File: config.mk
export PLATFORM = sky130hd
export DESIGN_NAME = fix_message_framer
export DESIGN_NICKNAME = d
export VERILOG_FILES = /design/src/rtl/fmf_pkg.sv /design/src/rtl/fmf_front.sv /design/src/rtl/fmf_back.sv /design/src/rtl/fix_message_framer.sv
export SDC_FILE = /design/constraint.sdc
export NUM_CORES = 1
export LEC_CHECK = 0
export BUFFER_PORTS_ARGS = -buffer_cell sky130_fd_sc_hd__buf_2
export CORE_MARGIN = 2
export CORE_UTILIZATION = 47
export DETAILED_ROUTE_END_ITERATION = 7
export PLACE_DENSITY = 0.69
export REMOVE_ABC_BUFFERS = 1
export SYNTH_ARGS = -nofsm -noshare
export SYNTH_HDL_FRONTEND = slang
export SYNTH_SLANG_ARGS = --single-unit
File: constraint.sdc
create_clock -name clk -period 8.91 [get_ports clk]
set_input_delay 1.3365 -clock clk [delete_from_list [all_inputs] [get_ports clk]]
set_output_delay 1.3365 -clock clk [all_outputs]
set_load 0.02 [all_outputs]
File: src/rtl/fmf_pkg.sv
// ----------------------------------------------------------------------------
// fmf_pkg
// Shared types, constants and codes of the FIX message framer.
// ----------------------------------------------------------------------------
package fmf_pkg;

	localparam int LEN_BITS    = 20;
	localparam int CNT_W       = LEN_BITS + 1;
	localparam int MUL_W       = CNT_W + 4;
	localparam int BEGIN_LEN   = 10;
	localparam int MPOS_W      = 4;
	localparam int TRAILER_LEN = 7;
	localparam int CFG_IDX_W   = 2;
	localparam int QDEPTH      = 4;
	localparam int QPTR_W      = 2;
	localparam int QCNT_W      = 3;

	localparam logic [CNT_W-1:0] CNT_MAX = '1;

	localparam logic [7:0] SOH      = 8'h01;
	localparam logic [7:0] CH_SPACE = 8'h20;
	localparam logic [7:0] CH_TAB   = 8'h09;
	localparam logic [7:0] CH_CR    = 8'h0D;
	localparam logic [7:0] CH_PLUS  = 8'h2B;
	localparam logic [7:0] CH_MINUS = 8'h2D;
	localparam logic [7:0] CH_ZERO  = 8'h30;
	localparam logic [7:0] CH_EIGHT = 8'h38;
	localparam logic [7:0] CH_NINE  = 8'h39;
	localparam logic [7:0] CH_EQ    = 8'h3D;

	localparam logic [7:0] BEGIN_STR [BEGIN_LEN] = '{
		8'h38, 8'h3D, 8'h46, 8'h49, 8'h58, 8'h2E, 8'h34, 8'h2E, 8'h30, 8'h01
	};

	localparam logic [LEN_BITS-1:0] MAX_BODY_RST = LEN_BITS'(4096);
	localparam logic [LEN_BITS-1:0] MAX_HDR_RST  = LEN_BITS'(65535);

	localparam logic [CFG_IDX_W-1:0] REG_MAX_BODY = CFG_IDX_W'(0);
	localparam logic [CFG_IDX_W-1:0] REG_MAX_HDR  = CFG_IDX_W'(1);

	typedef enum logic [1:0] {
		ERR_NONE = 2'd0,
		ERR_LEN  = 2'd1,
		ERR_HDR  = 2'd2
	} err_t;

	typedef enum logic [1:0] {
		PH_HUNT,
		PH_SEEK,
		PH_LEN,
		PH_BODY
	} phase_t;

	typedef struct packed {
		logic [7:0]           data;
		logic [BEGIN_LEN-1:0] begin_eq;
		logic                 is_soh;
		logic                 is_eight;
		logic                 is_nine;
		logic                 is_eq;
		logic                 is_digit;
		logic                 is_space;
		logic                 is_sign;
		logic                 is_minus;
		logic [3:0]           digit;
	} cls_t;

	typedef struct packed {
		logic [7:0] data;
		logic       in_frame;
		logic       first;
		logic       last;
		err_t       err;
	} res_t;

endpackage

File: src/rtl/fmf_front.sv
// ----------------------------------------------------------------------------
// fmf_front
// Accepts raw bytes, classifies them and queues them for the framer.
// ----------------------------------------------------------------------------
module fmf_front import fmf_pkg::*; (
	input  logic       clk,
	input  logic       arst_n,
	input  logic       push,
	input  logic [7:0] data_byte,
	output logic       full,
	output logic       item_valid,
	output cls_t       item,
	input  logic       item_take
);

	cls_t              cls;
	cls_t              q_mem_q [QDEPTH];
	logic [QPTR_W-1:0] wr_ptr_q;
	logic [QPTR_W-1:0] rd_ptr_q;
	logic [QCNT_W-1:0] cnt_q;
	logic              wr_en;
	logic              rd_en;

	always_comb begin
		cls          = '0;
		cls.data     = data_byte;
		for (int i = 0; i < BEGIN_LEN; i++) begin
			cls.begin_eq[i] = (data_byte == BEGIN_STR[i]);
		end
		cls.is_soh   = (data_byte == SOH);
		cls.is_eight = (data_byte == CH_EIGHT);
		cls.is_nine  = (data_byte == CH_NINE);
		cls.is_eq    = (data_byte == CH_EQ);
		cls.is_digit = (data_byte >= CH_ZERO) && (data_byte <= CH_NINE);
		cls.is_space = (data_byte == CH_SPACE) ||
			((data_byte >= CH_TAB) && (data_byte <= CH_CR));
		cls.is_sign  = (data_byte == CH_PLUS) || (data_byte == CH_MINUS);
		cls.is_minus = (data_byte == CH_MINUS);
		cls.digit    = data_byte[3:0];
	end

	assign full       = (cnt_q == QCNT_W'(QDEPTH));
	assign item_valid = (cnt_q != '0);
	assign item       = q_mem_q[rd_ptr_q];
	assign wr_en      = push && !full;
	assign rd_en      = item_take && item_valid;

	always_ff @(posedge clk) begin
		if (wr_en) begin
			q_mem_q[wr_ptr_q] <= cls;
		end
	end

	always_ff @(posedge clk or negedge arst_n) begin
		if (!arst_n) begin
			wr_ptr_q <= '0;
			rd_ptr_q <= '0;
			cnt_q    <= '0;
		end else begin
			if (wr_en) begin
				wr_ptr_q <= wr_ptr_q + 1'b1;
			end
			if (rd_en) begin
				rd_ptr_q <= rd_ptr_q + 1'b1;
			end
			if (wr_en && !rd_en) begin
				cnt_q <= cnt_q + 1'b1;
			end else if (rd_en && !wr_en) begin
				cnt_q <= cnt_q - 1'b1;
			end
		end
	end

endmodule

File: src/rtl/fmf_back.sv
// ----------------------------------------------------------------------------
// fmf_back
// Framer state machine: one classified item a cycle while the result queue has room, results to a queue.
// ----------------------------------------------------------------------------
module fmf_back import fmf_pkg::*; (
	input  logic                 clk,
	input  logic                 arst_n,
	input  logic                 item_valid,
	input  cls_t                 item,
	output logic                 item_take,
	input  logic                 cfg_valid,
	input  logic [CFG_IDX_W-1:0] cfg_index,
	input  logic [LEN_BITS-1:0]  cfg_data,
	output logic                 res_valid,
	output res_t                 res,
	input  logic                 res_take
);

	logic [LEN_BITS-1:0] max_body_q;
	logic [LEN_BITS-1:0] max_hdr_q;

	phase_t             phase_q, phase_d;
	logic [MPOS_W-1:0]  mpos_q, mpos_d;
	logic [1:0]         prev_q, prev_d;
	logic [CNT_W-1:0]   acc_q, acc_d;
	logic               dseen_q, dseen_d;
	logic               minus_q, minus_d;
	logic               dend_q, dend_d;
	logic [CNT_W-1:0]   bc_q, bc_d;

	logic [MPOS_W-1:0]  mpos_eff;
	logic               hit;
	logic [CNT_W-1:0]   bc_inc;
	logic               hdr_over;
	logic [MUL_W-1:0]   acc_mul;
	logic [CNT_W-1:0]   acc_sat;
	logic               len_bad;
	logic [CNT_W-1:0]   bc_dec;

	res_t               r;
	res_t               rq_mem_q [QDEPTH];
	logic [QPTR_W-1:0]  rq_wr_q;
	logic [QPTR_W-1:0]  rq_rd_q;
	logic [QCNT_W-1:0]  rq_cnt_q;
	logic               rq_full;
	logic               rq_rd;

	// configuration registers
	always_ff @(posedge clk or negedge arst_n) begin
		if (!arst_n) begin
			max_body_q <= MAX_BODY_RST;
			max_hdr_q  <= MAX_HDR_RST;
		end else if (cfg_valid) begin
			if (cfg_index == REG_MAX_BODY) begin
				max_body_q <= cfg_data;
			end else if (cfg_index == REG_MAX_HDR) begin
				max_hdr_q <= cfg_data;
			end
		end
	end

	assign rq_full   = (rq_cnt_q == QCNT_W'(QDEPTH));
	assign item_take = item_valid && !rq_full;

	assign mpos_eff = (mpos_q >= MPOS_W'(BEGIN_LEN)) ? '0 : mpos_q;
	assign hit      = item.begin_eq[mpos_eff];
	assign bc_inc   = (bc_q == CNT_MAX) ? bc_q : bc_q + 1'b1;
	assign hdr_over = (bc_inc > {1'b0, max_hdr_q});
	assign acc_mul  = {1'b0, acc_q, 3'b000} + {3'b000, acc_q, 1'b0} + MUL_W'(item.digit);
	assign acc_sat  = (acc_mul > {4'b0000, CNT_MAX}) ? CNT_MAX : acc_mul[CNT_W-1:0];
	assign len_bad  = !dseen_q || (minus_q && (acc_q != '0)) ||
		(acc_q > {1'b0, max_body_q});
	assign bc_dec   = (bc_q != '0) ? bc_q - 1'b1 : '0;

	// next state
	always_comb begin
		phase_d = phase_q;
		mpos_d  = mpos_q;
		prev_d  = prev_q;
		acc_d   = acc_q;
		dseen_d = dseen_q;
		minus_d = minus_q;
		dend_d  = dend_q;
		bc_d    = bc_q;
		case (phase_q)
			PH_HUNT: begin
				if (hit) begin
					if (mpos_eff == MPOS_W'(BEGIN_LEN - 1)) begin
						phase_d = PH_SEEK;
						mpos_d  = '0;
						bc_d    = CNT_W'(BEGIN_LEN);
						prev_d  = 2'd1;
					end else begin
						mpos_d = mpos_eff + 1'b1;
					end
				end else if (item.is_eight) begin
					mpos_d = MPOS_W'(1);
				end else begin
					mpos_d = '0;
				end
			end
			PH_SEEK: begin
				bc_d = bc_inc;
				if (hdr_over) begin
					phase_d = PH_HUNT;
				end else if (item.is_soh) begin
					prev_d = 2'd1;
				end else if (prev_q == 2'd1 && item.is_nine) begin
					prev_d = 2'd2;
				end else if (prev_q == 2'd2 && item.is_eq) begin
					phase_d = PH_LEN;
					prev_d  = '0;
					acc_d   = '0;
					dseen_d = 1'b0;
					minus_d = 1'b0;
					dend_d  = 1'b0;
				end else begin
					prev_d = '0;
				end
			end
			PH_LEN: begin
				if (item.is_soh) begin
					if (len_bad) begin
						phase_d = PH_HUNT;
					end else begin
						phase_d = PH_BODY;
						bc_d    = acc_q + CNT_W'(TRAILER_LEN);
						prev_d  = '0;
					end
				end else begin
					bc_d = bc_inc;
					if (hdr_over) begin
						phase_d = PH_HUNT;
					end else if (dend_q) begin
						bc_d = bc_inc;
					end else if (item.is_digit) begin
						dseen_d = 1'b1;
						acc_d   = acc_sat;
					end else if (!dseen_q && prev_q == '0 && item.is_space) begin
						bc_d = bc_inc;
					end else if (!dseen_q && prev_q == '0 && item.is_sign) begin
						prev_d  = 2'd1;
						minus_d = item.is_minus;
					end else begin
						dend_d = 1'b1;
					end
				end
			end
			PH_BODY: begin
				bc_d = bc_dec;
				if (bc_dec == '0) begin
					phase_d = PH_HUNT;
				end
			end
			default: begin
				phase_d = PH_HUNT;
			end
		endcase
		// leaving a frame clears the parser
		if (phase_d == PH_HUNT && phase_q != PH_HUNT) begin
			mpos_d  = '0;
			prev_d  = '0;
			acc_d   = '0;
			dseen_d = 1'b0;
			minus_d = 1'b0;
			dend_d  = 1'b0;
			bc_d    = '0;
		end
	end

	// outputs
	always_comb begin
		r          = '0;
		r.data     = item.data;
		r.err      = ERR_NONE;
		case (phase_q)
			PH_HUNT: begin
				if (hit) begin
					r.in_frame = 1'b1;
					r.first    = (mpos_eff == '0);
				end else if (item.is_eight) begin
					r.in_frame = 1'b1;
					r.first    = 1'b1;
				end
			end
			PH_SEEK: begin
				r.in_frame = 1'b1;
				if (hdr_over) begin
					r.err = ERR_HDR;
				end
			end
			PH_LEN: begin
				r.in_frame = 1'b1;
				if (item.is_soh) begin
					if (len_bad) begin
						r.err = ERR_LEN;
					end
				end else if (hdr_over) begin
					r.err = ERR_HDR;
				end
			end
			PH_BODY: begin
				r.in_frame = 1'b1;
				r.last     = (bc_dec == '0);
			end
			default: begin
				r.in_frame = 1'b0;
			end
		endcase
	end

	always_ff @(posedge clk or negedge arst_n) begin
		if (!arst_n) begin
			phase_q <= PH_HUNT;
			mpos_q  <= '0;
			prev_q  <= '0;
			acc_q   <= '0;
			dseen_q <= 1'b0;
			minus_q <= 1'b0;
			dend_q  <= 1'b0;
			bc_q    <= '0;
		end else if (item_take) begin
			phase_q <= phase_d;
			mpos_q  <= mpos_d;
			prev_q  <= prev_d;
			acc_q   <= acc_d;
			dseen_q <= dseen_d;
			minus_q <= minus_d;
			dend_q  <= dend_d;
			bc_q    <= bc_d;
		end
	end

	// result queue
	assign res_valid = (rq_cnt_q != '0);
	assign res       = rq_mem_q[rq_rd_q];
	assign rq_rd     = res_take && res_valid;

	always_ff @(posedge clk) begin
		if (item_take) begin
			rq_mem_q[rq_wr_q] <= r;
		end
	end

	always_ff @(posedge clk or negedge arst_n) begin
		if (!arst_n) begin
			rq_wr_q  <= '0;
			rq_rd_q  <= '0;
			rq_cnt_q <= '0;
		end else begin
			if (item_take) begin
				rq_wr_q <= rq_wr_q + 1'b1;
			end
			if (rq_rd) begin
				rq_rd_q <= rq_rd_q + 1'b1;
			end
			if (item_take && !rq_rd) begin
				rq_cnt_q <= rq_cnt_q + 1'b1;
			end else if (rq_rd && !item_take) begin
				rq_cnt_q <= rq_cnt_q - 1'b1;
			end
		end
	end

endmodule

File: src/rtl/fix_message_framer.sv
// ----------------------------------------------------------------------------
// fix_message_framer
// Byte-stream framer for FIX 4.0 messages with per-byte frame flags.
// ----------------------------------------------------------------------------
// Usage:
// - input: one raw byte per item on data_byte, taken when push is high and
//   full is low; full rises once the 4-entry input queue is occupied
// - results: one item per input byte, shown while empty is low and taken
//   when pop is high; out_byte echoes the byte, in_frame/frame_first/
//   frame_last mark frame membership, error_code flags an aborted frame
// - configuration: cfg_valid/cfg_ready with cfg_index and cfg_data;
//   index 0 is max_body_len, index 1 is max_header_bytes; cfg_ready is
//   always high; users write only while the block is idle, it is not enforced
// - path: a pushed byte is registered in the input queue, then the framer
//   step moves it into the result queue, which drives the result ports
// - throughput: one byte per cycle while the result queue has room
// - reset: both queues empty, framer hunting for the begin string,
//   max_body_len 4096, max_header_bytes 65535
// - stall: the 4-entry result queue fills while pop is low, then the framer
//   holds and the input queue fills, then full rises
// ----------------------------------------------------------------------------
module fix_message_framer import fmf_pkg::*; (
	input  logic                 clk,
	input  logic                 arst_n,
	input  logic                 push,
	input  logic [7:0]           data_byte,
	output logic                 full,
	output logic                 empty,
	input  logic                 pop,
	output logic [7:0]           out_byte,
	output logic                 in_frame,
	output logic                 frame_first,
	output logic                 frame_last,
	output logic [1:0]           error_code,
	input  logic                 cfg_valid,
	output logic                 cfg_ready,
	input  logic [CFG_IDX_W-1:0] cfg_index,
	input  logic [LEN_BITS-1:0]  cfg_data
);

	logic item_valid;
	cls_t item;
	logic item_take;
	logic res_valid;
	res_t res;

	assign cfg_ready = 1'b1;

	fmf_front u_front (
		.clk        (clk),
		.arst_n     (arst_n),
		.push       (push),
		.data_byte  (data_byte),
		.full       (full),
		.item_valid (item_valid),
		.item       (item),
		.item_take  (item_take)
	);

	fmf_back u_back (
		.clk        (clk),
		.arst_n     (arst_n),
		.item_valid (item_valid),
		.item       (item),
		.item_take  (item_take),
		.cfg_valid  (cfg_valid && cfg_ready),
		.cfg_index  (cfg_index),
		.cfg_data   (cfg_data),
		.res_valid  (res_valid),
		.res        (res),
		.res_take   (pop)
	);

	assign empty       = !res_valid;
	assign out_byte    = res.data;
	assign in_frame    = res.in_frame;
	assign frame_first = res.first;
	assign frame_last  = res.last;
	assign error_code  = res.err;

`ifndef SYNTHESIS
	a_first_in_frame: assert property (@(posedge clk) disable iff (!arst_n)
		!empty && frame_first |-> in_frame)
		else $error("frame start outside a frame");

	a_err_no_last: assert property (@(posedge clk) disable iff (!arst_n)
		!empty && (error_code != ERR_NONE) |-> in_frame && !frame_last)
		else $error("error on a non-frame or final byte");

	a_err_code: assert property (@(posedge clk) disable iff (!arst_n)
		!empty |-> (error_code == ERR_NONE || error_code == ERR_LEN ||
			error_code == ERR_HDR))
		else $error("undefined error code");

	a_no_drop: assert property (@(posedge clk) disable iff (!arst_n)
		item_take |=> !empty)
		else $error("framed item lost");
`endif

endmodule
# After elaboration in Yosys (flattened, before gate mapping)
# Memory sizes are Yosys's and may differ from the RTL's.
# Index checks and enable logic that the tools add are counted.
[classes] bitwise_logic=1 eq_ne=42 addsub=14 n_reduce_logical=54 muxes=95 order_cmp=9
[op_table] cell="2-to-1 mux 21 bit" n=17
[op_table] cell="case mux 21 bit (4 select lines)" n=1
[op_table] cell="== test 8 x 6 -> 1 bit, second input constant" n=9
[op_table] cell="2-to-1 mux 2 bit" n=27
[op_table] cell="> comparator 21 x 20 -> 1 bit" n=2
[op_table] cell="case mux 21 bit (2 select lines)" n=1
[op_table] cell="nonzero test 21 bit" n=2
[op_table] cell="2-to-1 mux 1 bit" n=32
[op_table] cell="adder 24 x 22 -> 25 bit" n=1
[op_table] cell="adder 25 x 4 -> 25 bit" n=1
[op_table] cell="> comparator 25 x 21 -> 1 bit, second input constant" n=1
[op_table] cell="== test 8 x 7 -> 1 bit, second input constant" n=3
[op_table] cell="adder 21 x 1 -> 21 bit, second input constant" n=1
[op_table] cell="adder 21 x 3 -> 21 bit, second input constant" n=1
[op_table] cell="== test 21 bit, second input constant" n=1
[op_table] cell="logical NOT 21 bit" n=1
[op_table] cell="subtractor 21 x 1 -> 21 bit, second input constant" n=1
[op_table] cell="2-to-1 mux 4 bit" n=5
[op_table] cell="logical AND 1 bit" n=17
[op_table] cell="!= test 4 bit, second input constant" n=4
[op_table] cell="!= test 3 bit, second input constant" n=5
[op_table] cell="2-to-1 mux 3 bit" n=4
[op_table] cell="!= test 3 x 1 -> 1 bit, second input constant" n=4
[op_table] cell="!= test 3 x 2 -> 1 bit, second input constant" n=4
[op_table] cell="38 further kinds" n=70
[word_totals] reg_bits=107 wordCells=233 in_bits=35 output_inout_bits=16 ram_bits=172 mem_count=2
[mem_list] memory="u_front.q_mem_q" depth=4 word_bits=30 rd=1 rd_clocked_by_memory_dff=0 wr=1 line_no="fmf_front.sv:17" rtl="cls_t q_mem_q [QDEPTH];"
[mem_list] memory="u_back.rq_mem_q" depth=4 word_bits=13 rd=1 rd_clocked_by_memory_dff=0 wr=1 line_no="fmf_back.sv:41" rtl="res_t rq_mem_q [QDEPTH];"

# Longest topological paths before layout
# Gate-level depths: netlist of run 1.
[depth] depth_word=11 depth_mapped=22 ltp_nobuf=20

# Hierarchy
# A second synthesis of run 1 with hierarchy kept.
[hier_totals] hier_cells=1294 area_unflattened_um2=14637.8
[by_module_without_submodules] module="fmf_back" area_per_inst_um2=10761.6 n_inst=1 seq_area_each_um2=4085.2 cells_each=1096
[by_module_without_submodules] module="fmf_front" area_per_inst_um2=3861.2 n_inst=1 seq_area_each_um2=2817.7 cells_each=195
[by_module_without_submodules] module="fix_message_framer" area_per_inst_um2=15.0 n_inst=1 seq_area_each_um2=0.0 cells_each=3

# Worst setup path before layout of run 1
# No wires, ideal clock.
[synth_timing] path_kind="reg2reg" startpoint="reg u_front.rd_ptr_q[0]" endpoint="reg u_back.acc_q[14]" path_buffers=4 path_stages_with_launch=19 setup_time_ns=0.076 t_required_ns=8.834 synth_period_minus_slack_ns=5.202 arrival_time_ns=5.125 slack_ns=3.708 cell_sequence="dfrtp_1 clkbuf_1 buf_2 buf_1 mux4_2 fa_1 inv_1 fa_1 nand2b_1 a21oi_1 o2111ai_1 a21boi_0 o21ai_1 a311oi_1 or4_1 a211o_1 clkbuf_1 nor2_1 o21ai_1"
[synth_via] elab_chain_cells=11 elab_cells_between_ends=33 classes_between="1 x add/sub; 1 x order compare; 8 x eq/ne; 16 x mux; 6 x reduce/logical; 1 x memory"
[synth_lines] item="from (decl)" line_no="fmf_front.sv:19" rtl="logic [QPTR_W-1:0] rd_ptr_q;"
[synth_lines] item="from (signal assigned)" line_no="fmf_front.sv:64" rtl="rd_ptr_q <= rd_ptr_q + 1'b1;"
[synth_lines] item="memory (4 x 30 bit) *"
[synth_lines] item="branches (longest 10 deep; another with adder 25 x 4 -> 25 bit)"
[synth_lines] item="to (signal assigned)" line_no="fmf_back.sv:217" rtl="acc_q <= '0;"
[synth_lines] item="to (signal assigned)" line_no="fmf_back.sv:226" rtl="acc_q <= acc_d;"
[synth_lines] item="to (decl)" line_no="fmf_back.sv:25" rtl="logic [CNT_W-1:0] acc_q, acc_d;"
# Every way passes the cells marked *. The select of a mux whose other input is x is not followed.
# A chain may end at the register's enable or synchronous reset.

# Worst setup path in the final report of run 1
[layout_timing] startpoint="reg u_back.bc_q[0]" endpoint="reg u_back.acc_q[16]"
[layout_via] elab_chain_cells=10 elab_cells_between_ends=26 classes_between="2 x add/sub; 1 x order compare; 9 x eq/ne; 8 x mux; 6 x reduce/logical"
[layout_lines] item="from (decl)" line_no="fmf_back.sv:29" rtl="logic [CNT_W-1:0] bc_q, bc_d;"
[layout_lines] item="from (signal assigned)" line_no="fmf_back.sv:221" rtl="bc_q <= '0;"
[layout_lines] item="from (signal assigned)" line_no="fmf_back.sv:230" rtl="bc_q <= bc_d;"
[layout_lines] item="adder 21 x 1 -> 21 bit or == test 21 bit (tied branches)" line_no="fmf_back.sv:67" rtl="assign bc_inc = (bc_q == CNT_MAX) ? bc_q : bc_q + 1'b1;"
[layout_lines] item="2-to-1 mux 21 bit" line_no="fmf_back.sv:67"
[layout_lines] item="> comparator 21 x 20 -> 1 bit" line_no="fmf_back.sv:68" rtl="assign hdr_over = (bc_inc > {1'b0, max_hdr_q});"
[layout_lines] item="2-to-1 mux 2 bit" line_no="fmf_back.sv:132" rtl="if (hdr_over) begin"
[layout_lines] item="2-to-1 mux 2 bit" line_no="fmf_back.sv:122" rtl="if (item.is_soh) begin"
[layout_lines] item="case mux 2 bit (4 select lines)" line_no="fmf_back.sv:85" rtl="case (phase_q)"
[layout_lines] item="logical NOT 2 bit" line_no="fmf_back.sv:160" rtl="if (phase_d == PH_HUNT && phase_q != PH_HUNT) begin"
[layout_lines] item="logical AND 1 bit" line_no="fmf_back.sv:160"
[layout_lines] item="!= test 3 x 2 -> 1 bit (no line) (tied with other cells)"
[layout_lines] item="AND reduction 10 bit (no line)"
# Parallel ways exist; a longest one is shown, timed or not.

==> qor.csv, run 1 <==
stage,metric,value,unit
outcome,status,"complete, no violations",
clocking,hold_buffers,0,
critical_path,worst-setup-path-type,flip-flop to flip-flop,
floorplanning,die_area,31790,um2
floorplanning,start_util,47.93,%
cells_and_area,drive_gt1_share,14.61,%
clocking,htree_levels,1,
cells_and_area,layout.cells.most_common_list,"edfxtp_1, nand2_1, ha_1",
critical_path,cp_max_fo,21,
floorplanning,core,29800,um2
detailed_routing,first_pass_iters,8,
pwr,power_density,275.1,nW/um2
global_routing,grt_pass1_wl,55200,um
sta,setup_viol,0,
logic_synthesis,synth-async-reset-ratio,43.32,%
floorplanning,top_level_ports,51,
sta,fin_setup_tns,0,ns
pwr,ir_drop,179.1,uV
placement,routabilityCongestion,0.9167,
logic_synthesis,synth.avg_cell_area,11.05,um2
global_routing,overflow,0,
logic_synthesis,ys.flop_type,edfxtp_1,
logic_synthesis,yosysSeqAreaShare,48.34,%
cells_and_area,fin_area,15810,um2
cells_and_area,antennaDiodeCount,0,
clocking,cts_sinks,247,
placement,dpl-instance-area,14870,um2
floorplanning,die_w,178.3,um
logic_synthesis,synth.ff_latch_count,247,
clocking,cts_tree,yes,
global_routing,antenna_found_initial,0,
sta,skew,0.01634,ns
placement,dpl.hpwl,24200,um
logic_synthesis,synth_edf_count,140,
critical_path,cp.arrival,7.04,ns
detailed_routing,drtIter0Drc,1121,
floorplanning,die_y,178.3,um
global_routing,grt_pass1_vias,10210,
worst_hold_path,hold_class,flip-flop to flip-flop,
clocking,post_cts_buffers,0,
sta,slew_violations,0,
logic_synthesis,netlist_area,14280,um2
critical_path,required,9.30,ns
sta,whs,0.4887,ns
cells_and_area,nFillCells,2553,
floorplanning,row_count,63,
clocking,cts_made_buffers,27,
detailed_routing,drc,0,
critical_path,endpoint_kind,flip-flop,
flow_run,cap_violations,0,
cells_and_area,nets,1463,
cells_and_area,layout_commonest_cell,edfxtp_1,
detailed_routing,detail-route-antenna-nets,0,
clocking,clockBufferDepth,3,
clocking,clkLatencyLatePin,0.55,ns
global_routing,grt_max_degree,71,
clocking,cts.repair.resized,0,
sta,fin_crit,6.655,ns
sta,slew_headroom,22.58,%
sta,fin_crit_sh,74.69,%
sta,rsz0062_at_grt,false,
logic_synthesis,ys_warn_count,0,
clocking,cts_root_buffer,clkbuf_16,
cells_and_area,multiInputGateArea,6864,um2
sta,timing.fmax,0.1503,GHz
clocking,clk_pin_slew_worst_paths,0.06,ns
global_routing,gr-usage-all-layers,22.08,%
critical_path,cp-start-kind,flip-flop,
logic_synthesis,synthCells,1292,
placement,numPortBuffers,49,
cells_and_area,seqCellArea,6903,um2
sta,tightestPinTransition,1.158,ns
sta,hold_viol_final,0,
detailed_routing,drt-vias-per-instance,5.987,
pwr,p_leak,6.505,nW
cells_and_area,syn2layout_area_growth,10.70,%
detailed_routing,dr_total_vias,10370,
logic_synthesis,synth_cell_types,77,
detailed_routing,drt-total-wl,34490,um
detailed_routing,wl_per_cell,19.92,um
[final cells by class]
type                    count  share of cell area, %
repair buffers             61                  2.137
clock buffers              32                  4.456
flip-flops and latches    247                  43.67
well taps                 390                  3.087
multi-input cells         911                  43.42
clock inverters            18                  1.496
inverters                  73                  1.733
[synth_stat cells (11+ instances only)]
cell      instances  area [um2]
edfxtp_1        140        4204
nand2_1         129       484.2
ha_1            103        1289
dfrtp_1          90        2252
nor2_1           81       304.0
inv_1            73       274.0
o21ai_0          59       295.3
a21oi_1          52       260.3
xnor2_1          48       420.4
clkbuf_1         45       168.9
o21ai_1          38       190.2
mux4_2           35       788.3
xor2_1           27       236.5
mux2_2           25       281.5
nand3_1          24       120.1
nand4_1          24       150.1
nor3_1           23       115.1
nand2b_1         21       131.4
nor4_1           18       112.6
dfstp_2          17       446.7
and3_1           15       93.84
and2_1           13       81.33
a21o_1           12       90.09
buf_2            12       60.06
nand3b_1         11       82.58
[final timing paths]
kind                       cells past startpoint  slack [ns]        startpoint                   end
max in group asynchronous                      2        6.80            arst_n      u_back.acc_q[14]
hold reg to reg                                1        0.49  u_front.cnt_q[2]      u_front.cnt_q[2]
setup / recovery                              20        2.25    u_back.bc_q[0]      u_back.acc_q[16]
min in group asynchronous                      1        0.77            arst_n  u_back.max_hdr_q[19]
setup reg to reg                              20        2.25    u_back.bc_q[0]      u_back.acc_q[16]
hold / removal                                 1        0.49  u_front.cnt_q[2]      u_front.cnt_q[2]
[where the power goes]
| group | total, mW | internal, mW | switching, mW |
|---|---|---|---|
| sequential | 1.70 | 1.54 | 0.161 |
| clock | 1.17 | 0.714 | 0.458 |
| combinational | 1.48 | 0.558 | 0.924 |
[through the flow]
step / instances / utilization (%) / worst slack [ns] / power (mW)
finish: 1732 / 53.05 / 2.255 / 4.349
global route: 1732 / 53.05 / 1.710 / 4.589
CTS: 1732 / 53.05 / 2.376 / 4.380
detailed placement: 1682 / 49.90 / 2.442 / 3.184
global placement: 1682 / 49.90 / 2.769 / 3.149
floorplan: 1231 / - / 3.736 / 2.684
[routing by layer]
layer	vias to the layer above	global-route usage, %	part of all wire, %
li1	4847	-	-
met1	5143	31.24	45
met2	331	36.35	48
met3	49	2.494	5.7
met4	0	5.759	2.2
met5	-	0	0
[worst max-delay path: stages (launching register included)]
cell      delay, ns
dfrtp_1        0.49
ha_1           0.32
and3_1         0.20
and4bb_1       0.24
nand3_1        0.31
nor4b_1        0.53
and2_1         0.25
nor2b_1        0.25
nand4_1        0.15
xnor2_1        0.18
ha_1           0.33
nand3_1        0.13
nor4_1         0.41
o21ai_0        0.17
o211ai_1       0.19
a21oi_1        0.27
a21o_1         0.25
a221oi_4       0.41
and3_1         0.53
nand2b_1       0.70
o21ai_1        0.16
[cells by family (layout without fill, tap and decap cells)]
logic type | after synthesis | in the layout | share of synthesized area, %
buffers and inverters | 134 | 184 | 3.680
and+or+nand+nor | 407 | 407 | 14.43
adders and majority gates | 107 | 107 | 9.586
xor gates and xnor gates | 75 | 75 | 4.600
AOI/OAI and AO/OA | 259 | 259 | 11.71
other | 1 | 1 | 0.02626
muxes | 62 | 62 | 7.632
DFF | 247 | 247 | 48.34
[state kept, by name, summed over array words and instances (netlist names)]
name,count
u_back.rq_wr_q,2
u_back.dend_q,1
u_back.rq_mem_q,52
u_back.minus_q,1
u_front.q_mem_q,88
u_front.rd_ptr_q,2
u_back.max_body_q,20
u_back.prev_q,2
u_back.rq_rd_q,2
u_back.bc_q,21
u_back.dseen_q,1
u_back.phase_q,2
u_back.acc_q,21
u_back.rq_cnt_q,3
u_front.wr_ptr_q,2
u_front.cnt_q,3
u_back.max_hdr_q,20
u_back.mpos_q,4
Power figures use the tool's default switching activity.
==> run 2, diff against run 1 <==
--- a/config.mk
+++ b/config.mk
@@ -5,6 +5,7 @@
 export SDC_FILE = /design/constraint.sdc
 export NUM_CORES = 1
 export LEC_CHECK = 0
+export ABC_AREA = 1
 export BUFFER_PORTS_ARGS = -buffer_cell sky130_fd_sc_hd__buf_2
 export CORE_MARGIN = 2
 export CORE_UTILIZATION = 47
==> constraint.sdc (replaced) <==
create_clock -name clk -period 6.77 [get_ports clk]
set_input_delay 1.0155 -clock clk [delete_from_list [all_inputs] [get_ports clk]]
set_output_delay 1.0155 -clock clk [all_outputs]
set_load 0.02 [all_outputs]
==> run 2 against run 1 <==
Against the previous run:
- wire length rose by 18%
- worst setup slack got worse by 1.0 ns
- synthesized cell count rose by 43%
- final cell count rose by 35%
- combinational power rose to 3.1 times the previous value
- worst hold slack got worse by 0.027 ns
- clock power rose by 21%
- fmax rose by 20%
- utilization fell by 1.0 points
- sequential power rose by 45%
- largest cell class is now multi-input combinational cells
- highest routed layer unchanged
==> qor.csv, run 2 <==
stage,metric,value,unit
outcome,status,"complete, no violations",
detailed_routing,wl_per_cell,17.38,um
critical_path,required,7.20,ns
critical_path,critPathSlowestCell,a21oi_4,
critical_path,regToRegStartpoint,u_back.bc_q[0],
global_routing,grt_pass1_vias,11970,
sta,tightestPinTransition,1.217,ns
critical_path,worst-setup-path-type,flip-flop to flip-flop,
sta,fin_crit_sh,81.80,%
critical_path,endpoint_kind,flip-flop,
critical_path,critical_path_depth,32,
sta,skew,0.02421,ns
placement,dpl.hpwl,29920,um
logic_synthesis,synth_edf_count,140,
detailed_routing,drc,0,
logic_synthesis,synth_simple_gate_area_share,23.19,%
critical_path,cp_max_fo,44,
global_routing,gr-usage-all-layers,23.78,%
worst_hold_path,hold_class,input port to asynchronous set/reset pin,
placement,numPortBuffers,49,
pwr,swShare,49.18,%
clocking,cts_made_buffers,27,
pwr,p_comb_share,54.1,%
logic_synthesis,synth.largest_area_cell,edfxtp_1,
detailed_routing,drt-vias-per-instance,5.458,
logic_synthesis,yosys-mux-area-fraction,0.1457,%
logic_synthesis,synth_cell_types,60,
critical_path,r2r.worst_path.cells,32,
logic_synthesis,yosysMostFrequentCell,nand2_1,
global_routing,overflow,0,
logic_synthesis,ys_warn_count,0,
cells_and_area,drive_gt1_share,9.360,%
clocking,hold_buffers,0,
detailed_routing,first_pass_iters,6,
cells_and_area,layout.cells.most_common_list,"nand2_1, inv_1, nor2_1",
critical_path,crit_family,simple AND/OR/NAND/NOR gates,
cells_and_area,reg_top3,"u_front.q_mem_q (88), u_back.rq_mem_q (52)",
sta,rsz0062_at_grt,false,
clocking,clockBufferDepth,3,
pwr,p_int,4.297,mW
global_routing,antenna_found_initial,0,
global_routing,grt_max_degree,68,
pwr,ir_drop,470.8,uV
clocking,clk_pin_slew_worst_paths,0.06,ns
critical_path,cp_common_cell,nand2_1,
floorplanning,row_count,66,
detailed_routing,dr_total_vias,12730,
logic_synthesis,synth_xor_area_share,2.777,%
sta,setup_viol,0,
sta,slew_headroom,18.65,%
cells_and_area,nets,2012,
logic_synthesis,synth_compound_area_share,12.19,%
pwr,p_sw,4.159,mW
detailed_routing,drt-total-wl,40540,um
logic_synthesis,ys.flop_type,edfxtp_1,
cells_and_area,antennaDiodeCount,0,
flow_run,cap_violations,0,
global_routing,grt_pass1_wl,64480,um
clocking,htree_levels,1,
logic_synthesis,synth-async-reset-ratio,43.32,%
clocking,cts.repair.resized,0,
logic_synthesis,synth_top_area_share,27.20,%
clocking,cts_tree,yes,
floorplanning,top_level_ports,51,
critical_path,cp.arrival,5.97,ns
cells_and_area,layout_commonest_cell,nand2_1,
sta,fin_crit,5.538,ns
floorplanning,die_w,185.3,um
logic_synthesis,netlist_area,15460,um2
pwr,power_frac_seq,29.2,%
sta,slew_violations,0,
logic_synthesis,synth_common_cells,"nand2_1, inv_1, nor2_1, nand3_1",
detailed_routing,drtIter0Drc,1075,
logic_synthesis,synth-adder-area-share,8.856,%
clocking,post_cts_buffers,0,
logic_synthesis,yosysSeqAreaShare,44.66,%
critical_path,regToRegEndpoint,u_back.acc_q[9],
cells_and_area,stdcell_count,2333,
cells_and_area,syn2layout_area_growth,9.220,%
sta,timing.fmax,0.1806,GHz
sta,fin_setup_tns,0,ns
critical_path,crit_buf_inv,4,
cells_and_area,largest_reg_flops,88,
logic_synthesis,synth.avg_cell_area,8.391,um2
floorplanning,start_util,47.63,%
logic_synthesis,synth_top_family_by_area,simple AND/OR/NAND/NOR gates,
logic_synthesis,synth.ff_latch_count,247,
clocking,cts_root_buffer,clkbuf_16,
floorplanning,die_area,34350,um2
placement,dp_cells,2283,
placement,routabilityCongestion,0.9632,
critical_path,cp-start-kind,flip-flop,
logic_synthesis,synthCells,1842,
clocking,cts_sinks,247,
critical_path,rrSetupSlack,1.23,ns
pwr,power_density,500.9,nW/um2
floorplanning,core,32450,um2
detailed_routing,detail-route-antenna-nets,0,
sta,hold_viol_final,0,
floorplanning,die_y,185.3,um
critical_path,max_stage_delay,0.67,ns
pwr,pwr-share-clk,16.7,%
pwr,p_leak,7.669,nW
logic_synthesis,synth.area.top_cells,"edfxtp_1, dfrtp_1, nand2_1",
clocking,clkLatencyLatePin,0.56,ns
cells_and_area,top_register,u_front.q_mem_q,
==> run 2: cell count changes after synthesis, sizes merged, moves of 29 or more <==
cell   change
nor2     +122
xnor2     -31
nand3    +128
nand2    +233
mux4      -35
a21oi     +39
inv      +158
o21ai     +57
o22ai     +29
==> run 2: cell families after synthesis <==
group           after synthesis
fa+ha+maj                   107
other cells                   1
flops                       247
simple gates                802
buf+inv                     303
compound gates              331
mux                           2
xor+xnor                     49
==> run 2: area by class of cell <==
cell class | instances | area (um2)
Clock buffer | 40 | 775.7
Timing Repair Buffer | 66 | 375.4
Fill cell | 3036 | 15570
Inverter | 236 | 885.9
Sequential cell | 247 | 6903
Clock inverter | 10 | 80.08
Tap cell | 442 | 553.0
Multi-Input combinational cell | 1292 | 7308
==> run 2: worst max-delay path by stage <==
stage               slack, ns               end                 from
finish                   1.23   u_back.acc_q[9]       u_back.bc_q[0]
CTS                      1.31   u_back.acc_q[9]       u_back.bc_q[0]
global route             0.65  u_back.acc_q[11]       u_back.bc_q[0]
detailed placement       1.34   u_back.acc_q[9]       u_back.bc_q[1]
floorplan                1.13  u_back.acc_q[10]  u_front.rd_ptr_q[0]
global placement         1.49   u_back.acc_q[8]       u_back.bc_q[1]
==> run 2: metal layers <==
| layer | GRT usage [%] | wire length [um] | up-vias |
|---|---|---|---|
| met1 | 34.24 | 18840 | 6005 |
| met4 | 5.873 | 903 | 0 |
| met5 | 0 | 0 | - |
| met3 | 2.713 | 2210 | 66 |
| li1 | - | - | 6283 |
| met2 | 38.27 | 18590 | 380 |
==> run 2: power groups by stage <==
stage | Clock, mW | Combinational (mW) | Sequential (mW)
floorplan | 0 | 3.19 | 2.41
global placement | 0 | 4.46 | 2.47
detailed placement | 0 | 4.51 | 2.49
CTS | 1.44 | 4.54 | 2.46
global route | 1.49 | 5.06 | 2.52
finish | 1.41 | 4.58 | 2.47
==> run 2: stage by stage <==
| stage | hold slack (ns) | instance area (um2) | utilization (%) | total power [mW] | setup slack [ns] |
|---|---|---|---|---|---|
| floorplan | 0.4440 | 15080 | - | 5.606 | 1.126 |
| global placement | 0.4656 | 16030 | 49.38 | 6.926 | 1.493 |
| detailed placement | 0.4642 | 16030 | 49.38 | 6.991 | 1.337 |
| CTS | 0.4677 | 16880 | 52.02 | 8.435 | 1.307 |
| global route | 0.4975 | 16880 | 52.02 | 9.072 | 0.6546 |
| finish | 0.4615 | 16880 | 52.02 | 8.456 | 1.232 |
==> run 3, diff against run 2 <==
--- a/config.mk
+++ b/config.mk
@@ -10,7 +10,7 @@
 export CORE_MARGIN = 2
 export CORE_UTILIZATION = 47
 export DETAILED_ROUTE_END_ITERATION = 7
-export PLACE_DENSITY = 0.69
+export PLACE_DENSITY = 0.72
 export REMOVE_ABC_BUFFERS = 1
 export SYNTH_ARGS = -nofsm -noshare
 export SYNTH_HDL_FRONTEND = slang
==> constraint.sdc (replaced) <==
create_clock -name clk -period 5.05 [get_ports clk]
set_input_delay 0.7575 -clock clk [delete_from_list [all_inputs] [get_ports clk]]
set_output_delay 0.7575 -clock clk [all_outputs]
set_load 0.02 [all_outputs]
==> run 3 against run 2 <==
Against the previous run:
- global-route usage grew 0.62 points
- clock-buffer cell count shrank 5
- sequential power grew 31%
- final cell count grew 1.3%
- clock power grew 48%
- register-to-register slack lost 0.77 ns
- wire length grew 3.5%
- fmax grew 21%
- critical endpoint is now u_back.prev_q[1]
- largest cell class unchanged
==> qor.csv, run 3 (synthesized netlist as in run 2, its figures left out) <==
stage,metric,value,unit
floorplanning,die_area,34350,um2
clocking,hold_buffers,0,
detailed_routing,drc,0,
cells_and_area,multiInputGateArea,7380,um2
cells_and_area,nFillCells,2962,
cells_and_area,layout.cells.most_common_list,"nand2_1, inv_1, nor2_1",
detailed_routing,drtIter0Drc,1280,
sta,layout_setup_ws,0.4621,ns
placement,dp_cells,2307,
cells_and_area,antennaDiodeCount,0,
detailed_routing,dr_total_vias,13100,
clocking,clockBufferDepth,3,
detailed_routing,drt-vias-per-instance,5.541,
placement,numPortBuffers,49,
critical_path,endpoint_kind,flip-flop,
critical_path,regToRegEndpoint,u_back.prev_q[1],
sta,slew_headroom,22.69,%
critical_path,required,5.52,ns
sta,fin_setup_tns,0,ns
critical_path,max_stage_delay,0.45,ns
critical_path,regToRegStartpoint,u_back.bc_q[0],
clocking,cts_root_buffer,clkbuf_16,
sta,slew_violations,0,
sta,fin_crit,4.588,ns
sta,setup_viol,0,
floorplanning,start_util,47.63,%
global_routing,overflow,0,
placement,place_ws,0.4045,ns
detailed_routing,drt-total-wl,41940,um
clocking,cts_made_buffers,28,
cells_and_area,stdcell_count,2364,
floorplanning,core,32450,um2
sta,tightestPinTransition,1.158,ns
critical_path,cp_common_cell,nand2_1,
global_routing,grt_pass1_vias,12430,
cells_and_area,seqCellArea,6903,um2
pwr,p_comb_share,55.4,%
critical_path,critPathSlowestCell,dfrtp_1,
cells_and_area,syn2layout_area_growth,11.72,%
detailed_routing,detail-route-antenna-nets,0,
floorplanning,top_level_ports,51,
global_routing,gr-usage-all-layers,24.39,%
detailed_routing,wl_per_cell,17.74,um
clocking,cts_sinks,247,
clocking,htree_levels,1,
cells_and_area,reg_top3,"u_front.q_mem_q (88), u_back.rq_mem_q (52)",
pwr,pwr-share-clk,17.4,%
clocking,clk_pin_slew_worst_paths,0.07,ns
flow_run,cap_violations,0,
critical_path,rrSetupSlack,0.46,ns
critical_path,worst-setup-path-type,flip-flop to flip-flop,
global_routing,antenna_found_initial,0,
sta,skew,0.05250,ns
critical_path,cp-start-kind,flip-flop,
clocking,cts_tree,yes,
placement,routabilityCongestion,0.9748,
pwr,ir_drop,398.9,uV
cells_and_area,layout_commonest_cell,nand2_1,
outcome,status,"complete, no violations",
critical_path,cp_max_fo,6,
floorplanning,die_w,185.3,um
critical_path,cp.arrival,5.05,ns
cells_and_area,nets,2042,
global_routing,grt_max_degree,71,
pwr,power_frac_seq,27.2,%
detailed_routing,first_pass_iters,6,
clocking,clkLatencyLatePin,0.59,ns
pwr,total_power,11.91,mW
cells_and_area,drive_gt1_share,11.34,%
cells_and_area,top_register,u_front.q_mem_q,
global_routing,grt_pass1_wl,65580,um
sta,timing.fmax,0.2180,GHz
pwr,p_int,6.132,mW
floorplanning,row_count,66,
pwr,swShare,48.51,%
pwr,p_sw,5.776,mW
placement,dpl.hpwl,30060,um
cells_and_area,largest_reg_flops,88,
critical_path,critPathLaunch,u_back.bc_q[0],
floorplanning,die_y,185.3,um
worst_hold_path,hold_class,input port to asynchronous set/reset pin,
pwr,p_leak,7.867,nW
pwr,power_density,689.6,nW/um2
critical_path,r2r.worst_path.cells,37,
critical_path,crit_path_end,u_back.prev_q[1],
sta,fin_crit_sh,90.85,%
sta,hold_viol_final,0,
-- run 3: changes by cell type in the layout (fill, tap and decap cells not counted), moves of 2 or more --
cell,before,now
buf_4,18,43
bufinv_16,0,3
clkbuf_1,9,4
clkinv_2,4,8
clkinv_4,2,0
nor2_1,182,180
nor2_2,12,14
nor3_1,31,28
nor3_2,1,4
o211ai_2,2,0
o211ai_4,0,2
-- run 3: power groups by stage --
stage | clock network (mW) | registers (mW) | logic, mW
after detailed placement | 0 | 3.26 | 6.35
after CTS | 2.11 | 3.23 | 6.38
final | 2.08 | 3.24 | 6.60
after floorplan | 0 | 3.23 | 4.28
after global routing | 2.20 | 3.28 | 7.26
after global placement | 0 | 3.24 | 6.28
-- run 3: worst min-delay path by stage --
stage / start / slack (ns) / to
6_report: arst_n / 0.32 / u_back.bc_q[8]
5_1_grt: arst_n / 0.40 / u_back.bc_q[8]
4_1_cts: arst_n / 0.34 / u_back.bc_q[8]
3_5_place_dp: u_back.minus_q / 0.47 / u_back.minus_q
3_3_place_gp: u_back.max_body_q[5] / 0.47 / u_back.max_body_q[5]
2_1_floorplan: u_back.minus_q / 0.44 / u_back.minus_q
-- run 3: worst max-delay path, delay by kind of cell, from the launching register on --
| kind | cells | cell delay, ns |
|---|---|---|
| xor+xnor | 1 | 0.16 |
| buf+inv | 6 | 0.59 |
| flops | 1 | 0.45 |
| fa+ha+maj | 2 | 0.56 |
| simple gates | 28 | 2.73 |
-- run 3: area by class of cell --
| cell class | count | share of cell area (%) |
|---|---|---|
| clock inverters | 17 | 1.130 |
| flip-flops and latches | 247 | 39.98 |
| repair buffers | 93 | 3.442 |
| multi-input cells | 1294 | 42.74 |
| well taps | 442 | 3.203 |
| inverters | 236 | 5.130 |
| clock buffers | 35 | 4.384 |
-- run 3: metal layers --
| metal | GRT usage (%) | part of all wire [%] | up-vias |
|---|---|---|---|
| met5 | 0 | 0 | - |
| met4 | 8.762 | 3.3 | 0 |
| met3 | 2.772 | 6.2 | 97 |
| met2 | 40.84 | 48 | 503 |
| met1 | 32.72 | 43 | 6149 |
| li1 | - | - | 6349 |
-- run 3: stage by stage --
stage | cell area [um2] | hold slack, ns | util, %
floorplan | 15080 | 0.4440 | -
global placement | 16220 | 0.4670 | 49.97
detailed placement | 16220 | 0.4697 | 49.97
CTS | 17170 | 0.3446 | 52.91
global route | 17270 | 0.4003 | 53.21
finish | 17270 | 0.3213 | 53.21
-- run 3: what timing repair did --
action / in CTS / in global routing
endpoints found under the setup margin: 0 / 45
setup buffers: 0 / 3
gates resized for setup: 0 / 10
